File: src/rtl/core/jcs_pkg.sv
package jcs_pkg;

    // command word
    typedef struct packed {
        logic        kind;
        logic [2:0]  op;
        logic [31:0] payload;
        logic [17:0] clock_count;
        logic        tdo;
    } jcs_in_t;

    // result word
    typedef struct packed {
        logic        tms;
        logic        tdi;
        logic        tck_pulse;
        logic        busy_res;
        logic        done_res;
        logic        accepted;
        logic [31:0] read_value;
    } jcs_out_t;

    // item kinds
    localparam logic KIND_CMD  = 1'b0;
    localparam logic KIND_TICK = 1'b1;

    // command codes
    localparam logic [2:0] OP_RESET_IDLE  = 3'd0;
    localparam logic [2:0] OP_LOAD_INSTR  = 3'd1;
    localparam logic [2:0] OP_WRITE_DATA  = 3'd2;
    localparam logic [2:0] OP_READ_DATA   = 3'd3;
    localparam logic [2:0] OP_IDLE_CLOCKS = 3'd4;

    // command in progress
    typedef enum logic [2:0] {
        ACT_NONE,
        ACT_RESET,
        ACT_IR,
        ACT_DW,
        ACT_DR,
        ACT_IDLE
    } jcs_act_t;

    // sequence lengths in ticks
    localparam int RESET_TMS_TCKS = 8;   // TMS high to reach Test-Logic-Reset
    localparam int RTI_TCKS       = 8;   // TMS low in Run-Test/Idle
    localparam int IR_LEAD_TCKS   = 4;   // idle -> Shift-IR
    localparam int DR_LEAD_TCKS   = 3;   // idle -> Shift-DR
    localparam int TAIL_TCKS      = 1 + RTI_TCKS;  // update, then idle

endpackage

File: src/rtl/core/jtag_command_sequencer.sv
// a result word is registered and valid in the cycle after its command or tick word is taken
// throughput: one word per cycle while cmd_stall is low; the TAP walk state advances once per tick
// cmd_stall rises only while the result register is full and rsp_stall holds it
// reset (rst_n low, async): no command active, counter and shift registers cleared,
// tms and tdi held low, no result pending
module jtag_command_sequencer
    import jcs_pkg::*;
#(
    parameter int IR_BITS    = 8,
    parameter int DATA_BITS  = 32,
    parameter int COUNT_BITS = 18
) (
    input  logic     clk,
    input  logic     rst_n,
    input  logic     cmd_valid,
    output logic     cmd_stall,
    input  jcs_in_t  cmd_item,
    output logic     rsp_valid,
    input  logic     rsp_stall,
    output jcs_out_t rsp_item
);

    // handshake glue: a word is taken whenever the result slot can accept it
    logic     slot_open;
    logic     take;
    jcs_out_t step_res;

    assign take      = cmd_valid && slot_open;
    assign cmd_stall = !slot_open;

    // tap walk: command decode, phase counter, shift registers, pin levels
    jcs_seq #(
        .IR_BITS    (IR_BITS),
        .DATA_BITS  (DATA_BITS),
        .COUNT_BITS (COUNT_BITS)
    ) u_seq (
        .clk   (clk),
        .rst_n (rst_n),
        .take  (take),
        .item  (cmd_item),
        .res   (step_res)
    );

    // result register between the walk logic and the consumer
    jcs_out_reg u_out (
        .clk       (clk),
        .rst_n     (rst_n),
        .load      (take),
        .res       (step_res),
        .rsp_stall (rsp_stall),
        .open      (slot_open),
        .rsp_valid (rsp_valid),
        .rsp_item  (rsp_item)
    );

endmodule

File: src/rtl/core/jcs_seq.sv
module jcs_seq
    import jcs_pkg::*;
#(
    parameter int IR_BITS    = 8,
    parameter int DATA_BITS  = 32,
    parameter int COUNT_BITS = 18
) (
    input  logic     clk,
    input  logic     rst_n,
    input  logic     take,
    input  jcs_in_t  item,
    output jcs_out_t res
);

    localparam int RESET_LEN = RESET_TMS_TCKS + RTI_TCKS;
    localparam int IR_LEN    = IR_LEAD_TCKS + IR_BITS + TAIL_TCKS;
    localparam int DR_LEN    = DR_LEAD_TCKS + DATA_BITS + TAIL_TCKS;
    localparam int LEN_MAX   = (IR_LEN > DR_LEN) ? IR_LEN : DR_LEN;
    localparam int LEN_W     = $clog2(LEN_MAX + 1);
    localparam int PW        = (COUNT_BITS > LEN_W) ? COUNT_BITS : LEN_W;

    localparam logic [PW-1:0] C_RESET_HALF = PW'(RESET_TMS_TCKS);
    localparam logic [PW-1:0] C_RESET_LEN  = PW'(RESET_LEN);
    localparam logic [PW-1:0] C_IR_SEL     = PW'(2);
    localparam logic [PW-1:0] C_IR_LEAD    = PW'(IR_LEAD_TCKS);
    localparam logic [PW-1:0] C_IR_LAST    = PW'(IR_LEAD_TCKS + IR_BITS - 1);
    localparam logic [PW-1:0] C_IR_END     = PW'(IR_LEAD_TCKS + IR_BITS);
    localparam logic [PW-1:0] C_IR_LEN     = PW'(IR_LEN);
    localparam logic [PW-1:0] C_DR_LEAD    = PW'(DR_LEAD_TCKS);
    localparam logic [PW-1:0] C_DR_LAST    = PW'(DR_LEAD_TCKS + DATA_BITS - 1);
    localparam logic [PW-1:0] C_DR_END     = PW'(DR_LEAD_TCKS + DATA_BITS);
    localparam logic [PW-1:0] C_DR_LEN     = PW'(DR_LEN);

    jcs_act_t        act_reg, act_next;
    logic [PW-1:0]   cnt_reg, cnt_next;
    logic [31:0]     so_reg, so_next;
    logic [31:0]     si_reg, si_next;
    logic            tdi_reg, tdi_next;
    logic            tms_reg, tms_next;

    logic [COUNT_BITS-1:0] count_src;
    logic [PW-1:0]         count_ext;
    logic [PW-1:0]         cnt_inc;
    logic [PW-1:0]         cnt_dec;
    logic [PW-1:0]         len;
    logic                  pulse;
    logic                  done;
    logic                  acc;

    assign count_src = COUNT_BITS'(item.clock_count);
    assign count_ext = PW'(count_src);
    assign cnt_inc   = cnt_reg + PW'(1);
    assign cnt_dec   = cnt_reg - PW'(1);

    always_comb
    begin
        act_next = act_reg;
        cnt_next = cnt_reg;
        so_next  = so_reg;
        si_next  = si_reg;
        tdi_next = tdi_reg;
        tms_next = tms_reg;
        pulse    = 1'b0;
        done     = 1'b0;
        acc      = 1'b0;
        len      = C_RESET_LEN;
        if (take)
        begin
            if (item.kind == KIND_CMD)
            begin
                if (act_reg == ACT_NONE && item.op <= OP_IDLE_CLOCKS)
                begin
                    acc      = 1'b1;
                    so_next  = item.payload;
                    cnt_next = '0;
                    case (item.op)
                        OP_RESET_IDLE:  act_next = ACT_RESET;
                        OP_LOAD_INSTR:  act_next = ACT_IR;
                        OP_WRITE_DATA:  act_next = ACT_DW;
                        OP_READ_DATA:
                        begin
                            act_next = ACT_DR;
                            si_next  = '0;
                        end
                        default:
                        begin
                            cnt_next = count_ext;
                            if (count_ext == '0)
                                done = 1'b1;
                            else
                                act_next = ACT_IDLE;
                        end
                    endcase
                end
            end
            else if (act_reg != ACT_NONE)
            begin
                pulse = 1'b1;
                case (act_reg)
                    ACT_IDLE:
                    begin
                        cnt_next = cnt_dec;
                        done     = (cnt_dec == '0);
                    end
                    ACT_RESET:
                    begin
                        len      = C_RESET_LEN;
                        tms_next = (cnt_reg < C_RESET_HALF);
                        cnt_next = cnt_inc;
                        done     = (cnt_inc == len);
                    end
                    ACT_IR:
                    begin
                        len = C_IR_LEN;
                        if (cnt_reg < C_IR_LEAD)
                            tms_next = (cnt_reg < C_IR_SEL);
                        else if (cnt_reg < C_IR_END)
                        begin
                            tms_next = (cnt_reg == C_IR_LAST);
                            tdi_next = so_reg[0];
                            so_next  = so_reg >> 1;
                        end
                        else
                            tms_next = (cnt_reg == C_IR_END);
                        cnt_next = cnt_inc;
                        done     = (cnt_inc == len);
                    end
                    default:
                    begin
                        // write and read share the DR walk
                        len = C_DR_LEN;
                        if (cnt_reg < C_DR_LEAD)
                            tms_next = (cnt_reg == '0);
                        else if (cnt_reg < C_DR_END)
                        begin
                            tms_next = (cnt_reg == C_DR_LAST);
                            if (act_reg == ACT_DW)
                            begin
                                tdi_next = so_reg[0];
                                so_next  = so_reg >> 1;
                            end
                            else
                                si_next = {si_reg[30:0], item.tdo};
                        end
                        else
                            tms_next = (cnt_reg == C_DR_END);
                        cnt_next = cnt_inc;
                        done     = (cnt_inc == len);
                    end
                endcase
                if (done)
                begin
                    act_next = ACT_NONE;
                    cnt_next = '0;
                end
            end
        end
    end

    always_comb
    begin
        res.tms        = tms_next;
        res.tdi        = tdi_next;
        res.tck_pulse  = pulse;
        res.busy_res   = (act_next != ACT_NONE);
        res.done_res   = done;
        res.accepted   = acc;
        res.read_value = (done && act_reg == ACT_DR) ? si_next : 32'd0;
    end

    always_ff @(posedge clk or negedge rst_n)
    begin
        if (!rst_n)
        begin
            act_reg <= ACT_NONE;
            cnt_reg <= '0;
            so_reg  <= '0;
            si_reg  <= '0;
            tdi_reg <= 1'b0;
            tms_reg <= 1'b0;
        end
        else
        begin
            act_reg <= act_next;
            cnt_reg <= cnt_next;
            so_reg  <= so_next;
            si_reg  <= si_next;
            tdi_reg <= tdi_next;
            tms_reg <= tms_next;
        end
    end

endmodule

File: src/rtl/core/jcs_out_reg.sv
module jcs_out_reg
    import jcs_pkg::*;
(
    input  logic     clk,
    input  logic     rst_n,
    input  logic     load,
    input  jcs_out_t res,
    input  logic     rsp_stall,
    output logic     open,
    output logic     rsp_valid,
    output jcs_out_t rsp_item
);

    logic     valid_reg, valid_next;
    jcs_out_t item_reg;

    // slot is free when empty or being drained this cycle
    assign open = !valid_reg || !rsp_stall;

    always_comb
    begin
        if (load)
            valid_next = 1'b1;
        else if (rsp_stall)
            valid_next = valid_reg;
        else
            valid_next = 1'b0;
    end

    always_ff @(posedge clk or negedge rst_n)
    begin
        if (!rst_n)
            valid_reg <= 1'b0;
        else
            valid_reg <= valid_next;
    end

    always_ff @(posedge clk)
    begin
        if (load)
            item_reg <= res;
    end

    assign rsp_valid = valid_reg;
    assign rsp_item  = item_reg;

endmodule

File: config.mk
export PLATFORM = sky130hd
export DESIGN_NAME = jtag_command_sequencer
export DESIGN_NICKNAME = d
export VERILOG_FILES = /design/src/rtl/core/jcs_pkg.sv /design/src/rtl/core/jtag_command_sequencer.sv /design/src/rtl/core/jcs_seq.sv /design/src/rtl/core/jcs_out_reg.sv
export SDC_FILE = /design/constraint.sdc
export NUM_CORES = 1
export LEC_CHECK = 0
export BUFFER_PORTS_ARGS = -buffer_cell sky130_fd_sc_hd__buf_2
export CORE_MARGIN = 2
export CORE_UTILIZATION = 57
export CTS_BUF_LIST = sky130_fd_sc_hd__clkbuf_16
export CTS_CLUSTER_DIAMETER = 120
export DETAILED_ROUTE_END_ITERATION = 7
export GPL_ROUTABILITY_DRIVEN = 1
export PLACE_DENSITY_LB_ADDON = 0.25
export SLEW_MARGIN = 10
export SYNTH_ARGS = -nofsm -noshare
export SYNTH_HDL_FRONTEND = slang
export SYNTH_SLANG_ARGS = --single-unit
File: constraint.sdc
create_clock -name clk -period 4.05 [get_ports clk]
set_input_delay 0.2025 -clock clk [delete_from_list [all_inputs] [get_ports clk]]
set_output_delay 0.2025 -clock clk [all_outputs]
set_load 0.1 [all_outputs]
### Word-level counts from Yosys, hierarchy flattened

Cells that the tools add are included.

| word-level totals | value |
|---|---|
| bits of input ports | 59 |
| output and inout port bits | 40 |
| ROM bits | 0 |
| register bits | 126 |
| bits in latches | 0 |
| word-level logic and storage cells | 128 |
| RAM bits | 0 |
| memories kept | 0 |

| cells by class | value |
|---|---|
| multipliers | 0 |
| muxes and demuxes | 62 |
| $add $sub $neg | 2 |
| reductions and logical operators | 20 |
| bitwise operators | 0 |
| eq/ne operators | 23 |
| div/mod/pow operators | 0 |
| shift-type cells | 0 |
| $lt $le $gt $ge | 7 |

Operators by type and width:

| kind | count |
|---|---|
| 2-to-1 mux 32 bit | 17 |
| 2-to-1 mux 18 bit | 6 |
| case mux 32 bit (2 select lines) | 1 |
| == test 18 x 6 -> 1 bit, second input constant | 3 |
| zero test 18 bit | 3 |
| == test 18 x 4 -> 1 bit, second input constant | 2 |
| == test 18 x 5 -> 1 bit, second input constant | 2 |
| < comparator 18 x 2 -> 1 bit, second input constant | 2 |
| < comparator 18 x 4 -> 1 bit, second input constant | 2 |
| 2-to-1 mux 1 bit | 28 |
| adder 18 x 1 -> 18 bit, second input constant | 1 |
| < comparator 18 x 3 -> 1 bit, second input constant | 1 |
| < comparator 18 x 6 -> 1 bit, second input constant | 1 |
| 2-to-1 mux 3 bit | 6 |
| subtractor 18 x 1 -> 18 bit, second input constant | 1 |
| == test 3 x 2 -> 1 bit, second input constant | 4 |
| case mux 3 bit (4 select lines) | 1 |
| AND reduction 9 bit | 1 |
| == test 3 x 1 -> 1 bit, second input constant | 2 |
| == test 3 bit, second input constant | 2 |
| zero test 3 bit | 2 |
| inequality test 3 x 1 -> 1 bit, second input constant | 2 |
| inequality test 3 bit, second input constant | 2 |
| case mux 1 bit (3 select lines) | 2 |
| other kinds (14) | 20 |

### Longest topological paths before layout

Gate-level depths: netlist of run 1.

| logic depth | value |
|---|---|
| depth after elaboration | 11 |
| mapped depth | 13 |
| mapped depth without buffers | 10 |

### Cells and area by module

Synthesis of run 1 repeated with hierarchy kept, for this count alone.

| unflattened totals | value |
|---|---|
| cells, all modules | 694 |
| area, all modules | 6930.4 µm² |

Modules (own cells, without submodules):

| module | sequential area each (µm²) | times used | cells each | area an instance (µm²) |
|---|---|---|---|---|
| jcs_seq | 2177.1 | 1 | 651 | 5743.0 |
| jcs_out_reg | 1166.1 | 1 | 41 | 1177.4 |
| jtag_command_sequencer | 0.0 | 1 | 2 | 10.0 |

### Worst setup path after synthesis of run 1

Ideal clock, no wire load.

| timing path | value |
|---|---|
| kind | register to register |
| start | register u_out.valid_reg, in the netlist u_out.rsp_valid |
| end | register u_seq.cnt_reg[0] |
| library setup time | 126 ps |
| stages on the path, launching flop included | 8 |
| clock period less this slack | 3439 ps |
| path buffers | 1 |
| data required time | 3924 ps |
| arrival time | 3313 ps |
| slack | 611 ps |
| path through | dfrtp_1 nand2_1 and2_1 clkbuf_1 nand2_1 nor2_1 nor2_1 a221o_1 |

| on the way | value |
|---|---|
| cells in the longest elaborated chain, start to end | 4 |

Ends and longest elaborated chain:

| what | line | text |
|---|---|---|
| start, declared | jcs_out_reg.sv:14 | `logic valid_reg, valid_next;` |
| start signal, assigned | jcs_out_reg.sv:35 | `valid_reg <= valid_next;` |
| zero test 1 bit | jcs_out_reg.sv:18 | `assign open = !valid_reg \|\| !rsp_stall;` |
| logical OR 1 bit | jcs_out_reg.sv:18 |  |
| logical AND 1 bit | jtag_command_sequencer.sv:28 | `assign take = cmd_valid && slot_open;` |
| via take | jtag_command_sequencer.sv:25 | `logic take;` |
| AND reduction 3 bit (no source line) | - |  |
| end signal, assigned | jcs_seq.sv:185 | `cnt_reg <= cnt_next;` |
| end, declared | jcs_seq.sv:35 | `logic [PW-1:0] cnt_reg, cnt_next;` |

The timed path passes the listed nets, and every way through them passes these cells.
A chain may end at the register's enable or synchronous reset.

### Worst setup path in the final report of run 1

| timing path | value |
|---|---|
| start | register u_seq.cnt_reg[0] |
| end | register u_out.item_reg, in the netlist u_out.rsp_item[10], data pin |

| on the way | value |
|---|---|
| cells in the longest elaborated chain, start to end | 10 |
| elaborated cells between the ends (all ways) | 22 |
| those cells by class | add/sub: 2; order compare: 2; eq/ne: 3; mux: 13; reduce/logical: 2 |

Ends and longest elaborated chain:

| what | line | text |
|---|---|---|
| adder 18 x 1 -> 18 bit or subtractor 18 x 1 -> 18 bit (tied branches) | jcs_seq.sv:52, jcs_seq.sv:53 |  |
| == test 18 x 6 -> 1 bit, or another cell as far along | jcs_seq.sv:148 | `done = (cnt_inc == len);` |
| case mux 1 bit (3 select lines) | jcs_seq.sv:99 | `case (act_reg)` |
| 2-to-1 mux 1 bit | jcs_seq.sv:96 | `else if (act_reg != ACT_NONE)` |
| 2-to-1 mux 1 bit | jcs_seq.sv:69 | `if (item.kind == KIND_CMD)` |
| 2-to-1 mux 1 bit | jcs_seq.sv:67 | `if (take)` |
| 2-to-1 mux 1 bit | jcs_seq.sv:96 |  |
| 2-to-1 mux 1 bit | jcs_seq.sv:69 |  |
| 2-to-1 mux 1 bit | jcs_seq.sv:67 |  |
| logical AND 1 bit | jcs_seq.sv:168 | `res.read_value = (done && act_reg == ACT_DR) ? si_next : 32'd0;` |
| end signal, assigned | jcs_out_reg.sv:41 | `item_reg <= res;` |
| end, declared | jcs_out_reg.sv:15 | `jcs_out_t item_reg;` |

Parallel ways exist; a longest one is shown, timed or not. The select of a mux whose other input is x is not followed.

==> flow_metrics.tcl, run 1 <==
set metrics [dict create \
    outcome "finished clean" \
    antenna_found_initial 1 \
    dieHeight_um 112 \
    cts_tree "yes" \
    fin_worst_skew_ns 0.00966 \
    cap_violations 0 \
    postSynthNetCount 701 \
    max_stage_delay_ns 0.70 \
    area_delta_synth_final_pct 17.7 \
    gp_congestion 0.968 \
    rows 39 \
    async_flop_share_pct 69.8 \
    cts_sinks 126 \
    grt_first_pass_wirelength_um 28000 \
    min_from "cmd_valid" \
    ctsResizeCount 0 \
    dieWidth_um 112 \
    largest_register_ffs 38 \
    yosys.area.top_type_share_pct 33.4 \
    slew_headroom_pct 49.4 \
    crit_type "reg -> reg" \
    post_cts.repair.setup_buffers 0 \
    cp.required_ns 4.31 \
    synth_area_leaders "dfrtp_1, edfxtp_1, a22o_1" \
    drt_iter0_drc 512 \
    setup_viol 0 \
    fmax_ghz 0.266 \
    cp.arrival_ns 4.03 \
    synthFlopType "dfrtp_1" \
    ys_ff_latch 126 \
    final.min_clock_period_ns 3.76 \
    core_area_sq_um 11400 \
    setup_slack_ns 0.285 \
    holdPathStages 2 \
    cp_max_fo 32 \
    postRouteAntennaNets 0 \
    reg2reg_depth 11 \
    power_density_nw_per_um2 609 \
    p_leak_nw 3.15 \
    syn_area_sq_um 6590 \
    stdcell_area_sq_um 7760 \
    die_area_sq_um 12400 \
    initial_core_util_pct 58.0 \
    grt.total_usage_pct 28.2 \
    grt_max_degree 54 \
    r2r-end "u_out.rsp_item[10]" \
    crit_path_start_kind "register" \
    hold_viol 0 \
    ir_drop_v 0.000431 \
    tns_ns 0 \
    cp_common_cell "and3_1" \
    io_pins 99 \
    drive_gt1_share_pct 22.3 \
    drt-pass1-iter-count 5 \
    period_share_pct 93.0 \
    clock_path_buffers 2 \
    fillers 862 \
    port_buffers 98 \
    insertion_delay_ns 0.42 \
    crit_path_end_kind "register" \
    yosysMostFrequentCell "dfrtp_1" \
    rrSetupSlack_ns 0.29 \
    dp_hpwl_um 11600 \
    drc 0 \
    clk_pin_slew_worst_paths_ns 0.06 \
    placed_area_sq_um 7190 \
    grt-ovfl-total 0 \
    vias 5622 \
    synth_warnings 0 \
    num_antenna_cells 0 \
    cts_root_buf "clkbuf_16" \
    postCtsHoldBufs 1 \
    cts_made_buffers 17 \
    wl_per_cell_um 19.5 \
    synth_seq_area_share_pct 50.7 \
    path_cells "inv_2 > ha_1 > nor3b_2 > and3_1 > and3_1 > o2111ai_1 > or4_1 > o21ai_4 > nand4_2 > buf_4 > nor2b_1" \
    slew_violations 0 \
    htreeDepth 4 \
    post_synth.cell_area_avg_sq_um 10.3 \
    worstHoldEndpoint "u_out.rsp_valid" \
    wl_um 17100 \
    worstMarginPinSlew_ns 0.753 \
    r2r-start "u_seq.cnt_reg[0]" \
    rsz0062_at_grt "no" \
    synth_common_cells "dfrtp_1, nand2_1, a21oi_1, edfxtp_1" \
    via_per_inst 6.41 \
    synthDistinctLibCells 68 \
    slowest_stage "or4_1" \
    synth_cells 637 \
    pre_cts_slack_ns 0.412 \
    synth_edf_count 38 \
    grt_pass1_vias 5514 \
    hp-class "in -> reg" \
    yosys.area.top_type "dfrtp_1" \
    nets 785 \
]
## worst max-delay path: cells and delay by family (launching register included)
family | cells | cell delay [ns]
buffers and inverters | 2 | 0.44
and+or+nand+nor | 6 | 2.03
adders and majority gates | 1 | 0.30
AOI/OAI and AO/OA | 2 | 0.30
DFF | 1 | 0.54
## through the flow
step                      cells  hold slack [ns]  total power [mW]  utilization, %
after floorplan             637          -0.0931              2.91               -
after global placement      844            0.267              3.23            63.2
after detailed placement    844            0.279              3.27            63.2
after CTS                   877           0.0165              4.70            68.2
after global routing        877           0.0162              4.94            68.2
final                       877           0.0244              4.73            68.2
## report_power, final
part	switching [mW]	internal [mW]	leakage (nW)
clock	0.547	0.888	0.277
combinational	0.781	0.537	1.44
sequential	0.394	1.58	1.44
## cell usage in the layout (no fill, tap or decap), drive strengths merged, types with 21 or more instances in the layout
| master | Yosys | routed |
|---|---|---|
| nor2 | 36 | 36 |
| nand2 | 44 | 44 |
| dfrtp | 88 | 88 |
| nor4 | 21 | 21 |
| a21oi | 38 | 38 |
| edfxtp | 38 | 38 |
| nor2b | 34 | 34 |
| o21a | 33 | 33 |
| a22o | 33 | 33 |
| buf | 22 | 118 |
| o22a | 30 | 30 |
## layout make-up
cell class                 count  area (sq um)  area share (%)
clock buffer                  17           425            5.48
clock inverter                15           131            1.69
inverter                       6          22.5           0.290
multi-input combinational    451          3000            38.7
sequential                   126          3340            43.1
tap                          143           179            2.31
timing repair buffer         119           653            8.42
## cells by family (layout without fill, tap and decap cells)
kind of cell / count (synthesis) / after routing / share of synthesized area, %
AND/OR/NAND/NOR: 229 / 229 / 19.8
buffers and inverters: 60 / 157 / 3.87
adder cells (fa/ha/maj): 5 / 5 / 0.949
multiplexers: 9 / 9 / 1.39
flip-flops: 126 / 126 / 50.7
XOR/XNOR: 10 / 10 / 1.33
AO/OA/AOI/OAI: 198 / 198 / 22.0
## worst max path at each step
| stage | from | endpoint | slack (ns) | cells after the start |
|---|---|---|---|---|
| 3_5_place_dp | u_seq.cnt_reg[0] | u_out.rsp_item[14] | 0.41 | 11 |
| 3_3_place_gp | u_seq.cnt_reg[0] | u_out.rsp_item[26] | 0.61 | 10 |
| 5_1_grt | u_seq.cnt_reg[1] | u_out.rsp_item[18] | 0.11 | 11 |
| 4_1_cts | u_seq.cnt_reg[0] | u_out.rsp_item[10] | 0.36 | 11 |
| 2_1_floorplan | u_out.rsp_valid | u_seq.cnt_reg[0] | 0.61 | 7 |
| 6_report | u_seq.cnt_reg[0] | u_out.rsp_item[10] | 0.29 | 11 |
## per-layer routing
layer | wire length [um] | track usage [%] | vias up | part of all wire [%]
met5 | 13 | 0 | - | 0.076
met4 | 464 | 11.4 | 2 | 2.7
met3 | 1310 | 9.04 | 55 | 7.7
met2 | 8170 | 44.8 | 250 | 48
met1 | 7100 | 36.2 | 2745 | 42
li1 | - | - | 2570 | -
Note: power is estimated with default switching activity, not from simulation.
==> inputs of run 2 (changes only) <==
--- a/config.mk
+++ b/config.mk
@@ -12,7 +12,7 @@
 export CTS_CLUSTER_DIAMETER = 120
 export DETAILED_ROUTE_END_ITERATION = 7
 export GPL_ROUTABILITY_DRIVEN = 1
-export PLACE_DENSITY_LB_ADDON = 0.25
+export PLACE_DENSITY = 0.87
 export SLEW_MARGIN = 10
 export SYNTH_ARGS = -nofsm -noshare
 export SYNTH_HDL_FRONTEND = slang
==> run 2 against run 1 <==
Count of clock-buffer cells in the layout unchanged. Worst setup slack better by 0.0046 ns. Die area unchanged. Routed wire length up 4.8%. Core utilization down 0.055 points. Flip-flop and latch count unchanged. Sequential power about the same. Largest power group unchanged. Critical endpoint is now u_out.rsp_item[13]. Highest routed layer unchanged.
==> flow_metrics.tcl, run 2 (synthesized netlist as in run 1, its figures left out) <==
set metrics [dict create \
    postCtsHoldBufs 1 \
    nets 787 \
    largest_register_ffs 38 \
    period_share_pct 92.8 \
    crit_type "reg -> reg" \
    vias 5683 \
    cap_violations 0 \
    place_inst 846 \
    area_delta_synth_final_pct 17.6 \
    grt-ovfl-total 0 \
    p_leak_nw 3.14 \
    post_cts.repair.setup_buffers 0 \
    slew_violations 0 \
    pre_cts_slack_ns 0.386 \
    cp.required_ns 4.31 \
    rsz0062_at_grt "no" \
    cts_sinks 126 \
    fin_worst_skew_ns 0.00686 \
    gp_congestion 0.951 \
    cp.arrival_ns 4.03 \
    seqPwrFrac_pct 41.9 \
    worstMarginPinSlew_ns 1.17 \
    p_comb_share_pct 28.8 \
    dp_hpwl_um 12200 \
    die_area_sq_um 12400 \
    ctsResizeCount 0 \
    layout_commonest_cell "buf_2" \
    grt_first_pass_wirelength_um 28900 \
    intPower_mw 2.90 \
    fin_cells 879 \
    hold_viol 0 \
    drc 0 \
    antenna_found_initial 1 \
    initial_core_util_pct 58.0 \
    tns_ns 0 \
    rows 39 \
    fillers 823 \
    switching_share_pct 38.1 \
    placed_area_sq_um 7200 \
    wl_um 17900 \
    ir_drop_v 0.000432 \
    num_antenna_cells 0 \
    core_area_sq_um 11400 \
    grt_max_degree 51 \
    setup_slack_ns 0.290 \
    port_buffers 98 \
    p_sw_mw 1.79 \
    cts_made_buffers 17 \
    setup_viol 0 \
    p_total_mw 4.69 \
    fmax_ghz 0.266 \
    dieWidth_um 112 \
    io_pins 99 \
    cts_root_buf "clkbuf_16" \
    insertion_delay_ns 0.41 \
    drive_gt1_share_pct 23.0 \
    crit_path_end_kind "register" \
    power_density_nw_per_um2 605 \
    drt-pass1-iter-count 7 \
    via_per_inst 6.47 \
    holdWs_ns 0.0221 \
    slew_headroom_pct 22.1 \
    stdcell_area_sq_um 7750 \
    crit_path_start_kind "register" \
    wl_per_cell_um 20.3 \
    post-route-util_pct 68.2 \
    clk_pin_slew_worst_paths_ns 0.06 \
    grt.total_usage_pct 29.3 \
    clock_path_buffers 2 \
    cp_max_fo 32 \
    clockPowerShare_pct 29.3 \
    cts_tree "yes" \
    drt_iter0_drc 571 \
    final_cell_mix "buf_2, dfrtp_1, nand2_1" \
    outcome "finished clean" \
    dieHeight_um 112 \
    final.min_clock_period_ns 3.76 \
    grt_pass1_vias 5505 \
    postRouteAntennaNets 0 \
    htreeDepth 4 \
    hp-class "in -> reg" \
]
[run 2: final cells by class]
cell class | instances | area (sq um) | share of cell area (%)
multi-input combinational | 451 | 3000 | 38.7
tap | 143 | 179 | 2.31
sequential | 126 | 3340 | 43.1
clock buffer | 17 | 425 | 5.49
clock inverter | 15 | 113 | 1.45
inverter | 6 | 22.5 | 0.291
timing repair buffer | 121 | 668 | 8.62
[run 2: power groups by stage]
stage | registers (mW) | clock network [mW] | logic, mW
global placement | 1.95 | 0 | 1.30
CTS | 1.95 | 1.39 | 1.33
detailed placement | 1.97 | 0 | 1.32
global route | 2.00 | 1.45 | 1.46
floorplan | 1.85 | 0 | 1.05
finish | 1.96 | 1.37 | 1.35
[run 2: layer usage]
layer	GRT usage, %	wire, um	vias up
met2	46.3	8320	323
met3	6.75	1620	48
met5	0	13	-
met1	39.6	7390	2735
li1	-	-	2575
met4	11.9	530	2
[run 2: critical path: stages, from the launching register on]
cell and delay, ns:
dfrtp_1 0.53, inv_1 0.21, ha_1 0.31, nor3b_2 0.52, and3_1 0.31, and3_1 0.18
o2111ai_1 0.10, or4_1 0.70, o21ai_4 0.18, nand4_2 0.12, buf_4 0.27, nor2b_1 0.17
[run 2: worst paths after layout]
path	slack, ns	startpoint	depth (start not counted)	to
worst min-delay path	0.02	cmd_valid	2	u_out.rsp_valid
worst min register to register	0.49	u_seq.tdi_reg	2	u_seq.tdi_reg
max in group asynchronous	2.72	rst_n	3	u_seq.tdi_reg
worst max register to register	0.29	u_seq.cnt_reg[1]	11	u_out.rsp_item[13]
min in group asynchronous	0.38	rst_n	2	u_seq.si_reg[28]
worst max-delay path	0.29	u_seq.cnt_reg[1]	11	u_out.rsp_item[13]
